===== src/sv/assert_macros.svh =====
// Assertion macros shared by the files that check their own logic.
`ifndef ASSERT_MACROS_SVH
`define ASSERT_MACROS_SVH

// Same-cycle implication, off while reset is asserted.
`define ASSERT_IMPL(label, clk, rst_n, a, b) \
    label: assert property (@(posedge clk) disable iff (!(rst_n)) (a) |-> (b)) \
        else $error("assertion failed: a |-> b");

// Next-cycle implication, off while reset is asserted.
`define ASSERT_NEXT(label, clk, rst_n, a, b) \
    label: assert property (@(posedge clk) disable iff (!(rst_n)) (a) |=> (b)) \
        else $error("assertion failed: a |=> b");

`endif


===== src/sv/sfl_pkg.sv =====
// Package: widths, tap count and coefficient table of the symmetric low-pass filter.
package sfl_pkg;

    localparam int SAMPLE_W = 16;
    localparam int COEF_W   = 13;
    localparam int PROD_W   = SAMPLE_W + COEF_W + 1;
    localparam int ACC_W    = 32;
    localparam int SHIFT    = 15;
    localparam int NUM_TAPS = 23;
    localparam int NUM_COEF = 12;
    localparam int CENTER   = NUM_COEF - 1;

    typedef logic signed [SAMPLE_W-1:0] sample_t;
    typedef logic signed [ACC_W-1:0]    acc_t;
    typedef logic [NUM_COEF-1:0][ACC_W-1:0] prod_vec_t;

    function automatic logic [COEF_W-1:0] coef(input int k);
        logic [COEF_W-1:0] c;
        c = '0;
        case (k)
            0:       c = 13'd172;
            1:       c = 13'd321;
            2:       c = 13'd579;
            3:       c = 13'd927;
            4:       c = 13'd1360;
            5:       c = 13'd1858;
            6:       c = 13'd2390;
            7:       c = 13'd2916;
            8:       c = 13'd3391;
            9:       c = 13'd3768;
            10:      c = 13'd4012;
            11:      c = 13'd4096;
            default: c = '0;
        endcase
        return c;
    endfunction

    // Tap position to coefficient index; the taps mirror about the center.
    function automatic int tap_coef(input int tap);
        return (tap <= CENTER) ? tap : (NUM_TAPS - 1 - tap);
    endfunction

endpackage


===== src/sv/sfl_products.sv =====
// Module: the twelve coefficient products of the incoming sample.
module sfl_products (
    input  logic signed [sfl_pkg::SAMPLE_W-1:0] sample,
    output sfl_pkg::prod_vec_t                  products
);

    localparam int PW = sfl_pkg::PROD_W;

    for (genvar k = 0; k < sfl_pkg::NUM_COEF; k++) begin : g_prod
        logic signed [PW-1:0] p;
        assign p = PW'(sample) * PW'($signed({1'b0, sfl_pkg::coef(k)}));
        assign products[k] = {{(sfl_pkg::ACC_W-PW){p[PW-1]}}, p};
    end

endmodule


===== src/sv/sfl_cell.sv =====
// Module: one partial-sum cell of the transposed filter chain.
module sfl_cell (
    input  logic                     aclk,
    input  logic                     aresetn,
    input  logic                     advance,
    input  logic [sfl_pkg::ACC_W-1:0] partial_in,
    input  logic [sfl_pkg::ACC_W-1:0] product,
    output logic [sfl_pkg::ACC_W-1:0] partial_out
);

    logic [sfl_pkg::ACC_W-1:0] partial_reg;
    logic [sfl_pkg::ACC_W-1:0] partial_next;

    assign partial_next = partial_in + product;
    assign partial_out  = partial_reg;

    always_ff @(posedge aclk) begin
        if (!aresetn) begin
            partial_reg <= '0;
        end else if (advance) begin
            partial_reg <= partial_next;
        end
    end

endmodule


===== src/sv/symmetric_fir_lowpass.sv =====
// Top level: 23-tap symmetric low-pass FIR with valid/ready channels.
//
// Input channel s_valid/s_ready/s_sample_in carries one signed 16-bit sample
// per request; output channel m_valid/m_ready/m_filtered_out carries one
// signed 16-bit result per sample, in order.
// The filter is built in transposed form: a row of 22 partial-sum cells,
// each adding its coefficient product of the new sample to the partial sum
// handed on by its neighbor. The cells advance once per accepted request.
// The result is in the output register in the cycle after the sample
// is accepted. The filter takes one sample per cycle while s_ready is high,
// each cell doing its product-and-add ahead of its register.
// The result is bits 30..15 of the 32-bit sum (floor shift, wrapping).
// Reset (aresetn low, synchronous) clears every cell, which matches an
// all-zero sample history, and drops any pending result.
// While the receiver stalls, the pending result holds and s_ready is low;
// s_ready is high whenever the output register is empty or being drained.
`include "assert_macros.svh"

module symmetric_fir_lowpass (
    input  logic                                aclk,
    input  logic                                aresetn,
    input  logic                                s_valid,
    output logic                                s_ready,
    input  logic signed [sfl_pkg::SAMPLE_W-1:0] s_sample_in,
    output logic                                m_valid,
    input  logic                                m_ready,
    output logic signed [sfl_pkg::SAMPLE_W-1:0] m_filtered_out
);

    localparam int NCELL = sfl_pkg::NUM_TAPS - 1;
    localparam int AW    = sfl_pkg::ACC_W;
    localparam int SW    = sfl_pkg::SAMPLE_W;

    logic                   accept;
    sfl_pkg::prod_vec_t     products;
    logic [NCELL:0][AW-1:0] chain;
    logic [AW-1:0]          sum;

    logic          valid_reg;
    logic          valid_next;
    logic [SW-1:0] out_reg;

    assign s_ready = !valid_reg || m_ready;
    assign accept  = s_valid && s_ready;

    sfl_products u_products (
        .sample   (s_sample_in),
        .products (products)
    );

    // The end of the chain feeds zero into the oldest cell.
    assign chain[NCELL] = '0;

    for (genvar j = 0; j < NCELL; j++) begin : g_cell
        localparam int CI = sfl_pkg::tap_coef(j + 1);
        sfl_cell u_cell (
            .aclk        (aclk),
            .aresetn     (aresetn),
            .advance     (accept),
            .partial_in  (chain[j+1]),
            .product     (products[CI]),
            .partial_out (chain[j])
        );
    end

    assign sum = chain[0] + products[sfl_pkg::tap_coef(0)];

    always_comb begin
        valid_next = valid_reg;
        if (accept) begin
            valid_next = 1'b1;
        end else if (m_ready) begin
            valid_next = 1'b0;
        end
    end

    always_ff @(posedge aclk) begin
        if (!aresetn) begin
            valid_reg <= 1'b0;
        end else begin
            valid_reg <= valid_next;
        end
    end

    always_ff @(posedge aclk) begin
        if (accept) begin
            out_reg <= sum[sfl_pkg::SHIFT+SW-1:sfl_pkg::SHIFT];
        end
    end

    assign m_valid        = valid_reg;
    assign m_filtered_out = $signed(out_reg);

    `ASSERT_NEXT(a_accept_gives_result, aclk, aresetn, accept, m_valid)
    `ASSERT_IMPL(a_stall_blocks_input, aclk, aresetn, m_valid && !m_ready, !s_ready)
    `ASSERT_NEXT(a_stall_holds_result, aclk, aresetn, m_valid && !m_ready,
                 m_valid && $stable(m_filtered_out))
    `ASSERT_NEXT(a_reset_empties, aclk, 1'b1, !aresetn, !m_valid)

endmodule

===== config.mk =====
export PLATFORM = sky130hd
export DESIGN_NAME = symmetric_fir_lowpass
export DESIGN_NICKNAME = d
export VERILOG_FILES = /design/src/sv/sfl_pkg.sv /design/src/sv/sfl_products.sv /design/src/sv/sfl_cell.sv /design/src/sv/symmetric_fir_lowpass.sv
export VERILOG_INCLUDE_DIRS = /design/src /design/src/sv
export SDC_FILE = /design/constraint.sdc
export NUM_CORES = 2
export LEC_CHECK = 0
export ABC_AREA = 0
export BUFFER_PORTS_ARGS = -buffer_cell sky130_fd_sc_hd__buf_4
export CORE_MARGIN = 2
export CORE_UTILIZATION = 30
export CTS_BUF_LIST = sky130_fd_sc_hd__clkbuf_4 sky130_fd_sc_hd__clkbuf_8 sky130_fd_sc_hd__clkbuf_16
export DETAILED_ROUTE_END_ITERATION = 8
export GPL_TIMING_DRIVEN = 1
export PLACE_DENSITY = 0.44
export SYNTH_ARGS = -nofsm -noshare
export SYNTH_HDL_FRONTEND = slang
export SYNTH_SLANG_ARGS = --single-unit

===== constraint.sdc =====
create_clock -name aclk -period 16.5 [get_ports aclk]
set_input_delay 2.475 -clock aclk [delete_from_list [all_inputs] [get_ports aclk]]
set_output_delay 2.475 -clock aclk [all_outputs]
set_load 0.03 [all_outputs]

==> out/metrics.csv <==
stage,metric,value,unit
critical_path,WP data arrival,11810,ps
critical_path,kind of critical path,in2reg,
placement,number of buffers inserted by port buffering,37,
sta,transition at the pin with the smallest max-transition slack,1250,ps
sta,Final Critical Period,11120,ps
synth,count of flip-flops with a built-in enable after synthesis,16,
grt,met2 Use GR,37.9,%
worst_hold_path,Hold WC Path Type,reg2reg,
floorplanning,horizontal die dimension,519,um
sta,maximum operating frequency,89.9,MHz
placement,Placed Cells incl. Taps,13200,
cells_and_area,post-route non-filler standard cell count,13400,
clocking,Max Buffers Root-to-Sink,3,
clocking,clock tree from TritonCTS,yes,
synth,synth unique cells,84,
floorplanning,number of cell rows,189,
job,max-cap check violation count,0,
grt,met1 track demand over resource,29.6,%
sta,relative slew slack,14.5,%
clocking,number of clock sinks seen by CTS,681,
sta,Fin Setup TNS,0,ps
cells_and_area,number of fill cells in the layout,27800,
grt,M3 GR Usage,2.03,%
detailed_routing,drc violations,0,
clocking,number of buffers added by the clock tree synthesis step,93,
floorplanning,I/O pins,38,
synth,netlist area before placement,79600,um2
clocking,clock-pin transition on the worst setup and hold timing paths,60,ps
grt,GRT Max-Usage Layer,met2,
detailed_routing,routed vias,68700,
synth,proportion of synthesized chip area in sequential cells,17.3,%
sta,final worst path period share,67.4,%
floorplanning,starting utilization of the core area,30.1,%
critical_path,most numerous cell on the critical path,inv_1,
clocking,number of H-tree branching levels,3,
critical_path,Worst setup SP type,input port,
clocking,source-to-sink clock delay at the later pin of the worst-skew pair,790,ps
detailed_routing,WL final,305000,um
synth,Synth Warn #,0,
synth,dominant cell by count in the synthesized netlist,inv_1,
grt,global-route wire length before repair,451000,um
cells_and_area,fraction of layout instances using a drive strength above 1,3.85,%
detailed_routing,number of DRC markers after the initial detailed-route iteration,3768,
detailed_routing,post-DR vias/cell,5.14,
critical_path,minimum setup slack among reg-to-reg paths,11330,ps
clocking,buffer count from post-CTS setup fixing,0,
detailed_routing,Pre-antenna DRT Iters,7,
clocking,hold_buf cts,0,
detailed_routing,wire length per cell,22.8,um
detailed_routing,post-route ant nets,0,
critical_path,element type at the critical path end,register,
sta,final hold viol count,0,
grt,via count of the first global-routing pass,69600,
sta,setup repair after global routing missed its margin,false,
grt,maximum number of pins on one net before global-route repair,167,
floorplanning,height of the die,519,um
synth,synthesized instance count,9775,
placement,Final GP Congestion,0.944,
synth,main flop type after synthesis,dfxtp_1,
floorplanning,core footprint,265000,um2
grt,initial antenna violation count,4,
synth,syn avg cell area,8.14,um2
sta,clk_skew,36.9,ps
synth,Seq cells post-synth,681,
synth,cell types with the highest counts after synthesis,"inv_1 (1,210), ha_1 (1,192), nand2_1 (1,169)",
run_status,run status,finished clean,
clocking,post-CTS sizing,0,
synth,share of Yosys cell area claimed by the top area cell type,18.7,%
synth,Yosys top cell by area,ha_1,
grt,total global routing track utilization,22.2,%
cells_and_area,final-stage net count,11500,
critical_path,Critical Path RT,17190,ps
floorplanning,area of the die,269000,um2
synth,number of nets produced by synthesis,11500,
cells_and_area,synthesis-to-layout area growth,9.91,%
sta,count of final setup violators,0,
synth,cells taking the most area after synthesis,"ha_1 (19%), dfxtp_1 (17%), fa_1 (14%)",
grt,global route total overflow,0,
synth,fraction of registers with async set/reset,0,%
sta,Pins Over Slew Limit,0,
clocking,CTS Root Buffer Type,clkbuf_16,
critical_path,critical path's slowest cell,o41ai_2,
critical_path,CP Max Fanout,21,
critical_path,delay of the slowest cell on the worst path,840,ps
placement,detailed placer's ending HPWL,245000,um
stage by stage:
stage / setup slack, ps / hold slack, ps / utilization, % / area, um2
5_1_grt: 5030 / 463 / 33.1 / 87500
4_1_cts: 5540 / 453 / 33.1 / 87500
2_1_floorplan: 6450 / 425 / - / 79600
3_3_place_gp: 4780 / 436 / 31.8 / 84200
6_report: 5380 / 452 / 33.1 / 87500
3_5_place_dp: 4760 / 443 / 31.8 / 84200
layout make-up:
cell class / instances / area, um2 / share of cell area [%]
Multi-Input combinational cell: 7637 / 60400 / 69.0
Sequential cell: 681 / 13800 / 15.8
Inverter: 1214 / 4570 / 5.23
Tap cell: 3533 / 4420 / 5.05
Clock buffer: 134 / 2820 / 3.22
Timing Repair Buffer: 124 / 985 / 1.13
Clock inverter: 38 / 487 / 0.556
Antenna cell: 4 / 10.0 / 0.0114
routing by layer:
layer / routed length [um] / vias to the layer above
met3: 10100 / 358
li1: - / 33500
met1: 142000 / 33500
met5: 0 / -
met4: 9780 / 0
met2: 143000 / 1308
layout by cell type (no fill, tap or decap), types with 18 or more instances in the layout:
| master | count |
|---|---|
| inv_1 | 1210 |
| ha_1 | 1191 |
| nand2_1 | 1167 |
| a21oi_1 | 990 |
| dfxtp_1 | 665 |
| fa_1 | 554 |
| nor2_1 | 508 |
| xnor2_1 | 481 |
| o21ai_0 | 465 |
| a21o_1 | 339 |
| xor2_1 | 233 |
| nand3_1 | 178 |
| nor3_1 | 155 |
| buf_4 | 119 |
| a211oi_1 | 118 |
| o21a_1 | 111 |
| nand2b_1 | 106 |
| o21bai_1 | 99 |
| clkbuf_16 | 96 |
| a31oi_1 | 89 |
| nor2b_1 | 79 |
| or3_1 | 69 |
| and3_1 | 66 |
| nand4_1 | 53 |
| and2_1 | 48 |
| o211ai_1 | 45 |
| or2_2 | 34 |
| o31ai_1 | 32 |
| a21boi_0 | 29 |
| o41ai_1 | 25 |
| a211o_1 | 25 |
| and4_1 | 22 |
| mux2i_1 | 21 |
| clkbuf_8 | 21 |
| clkinv_2 | 18 |
| nand3b_1 | 18 |
kinds of logic after synthesis:
logic type	share of synthesized area [%]
AOI/OAI and AO/OA	20.1
xor gates and xnor gates	8.07
adders and majority gates	32.8
buffers and inverters	6.87
DFF	17.3
muxes	0.325
and+or+nand+nor	14.5
worst max-delay path: cells and delay by family:
| kind | cells | cell delay, ps |
|---|---|---|
| compound gates | 10 | 2920 |
| buf+inv | 8 | 1200 |
| xor+xnor | 2 | 630 |
| fa+ha+maj | 7 | 3010 |
| simple gates | 5 | 1470 |
state kept, by name (all words and copies together) (netlist names):
register,flops
g_cell.u_cell.partial_out,664
m_valid,1
m_filtered_out,16
worst paths after layout:
path | start | to | cells after the start
max | s_sample_in[3] | g_cell[2].u_cell.partial_out[28] | 32
min | g_cell[11].u_cell.partial_out[9] | g_cell[11].u_cell.partial_out[9] | 2
max reg2reg | m_valid | g_cell[11].u_cell.partial_out[18] | 9
min reg2reg | g_cell[11].u_cell.partial_out[9] | g_cell[11].u_cell.partial_out[9] | 2
Power is not shown: default switching activity piles up to over one toggle a cycle in this logic, so the estimate is an artifact.
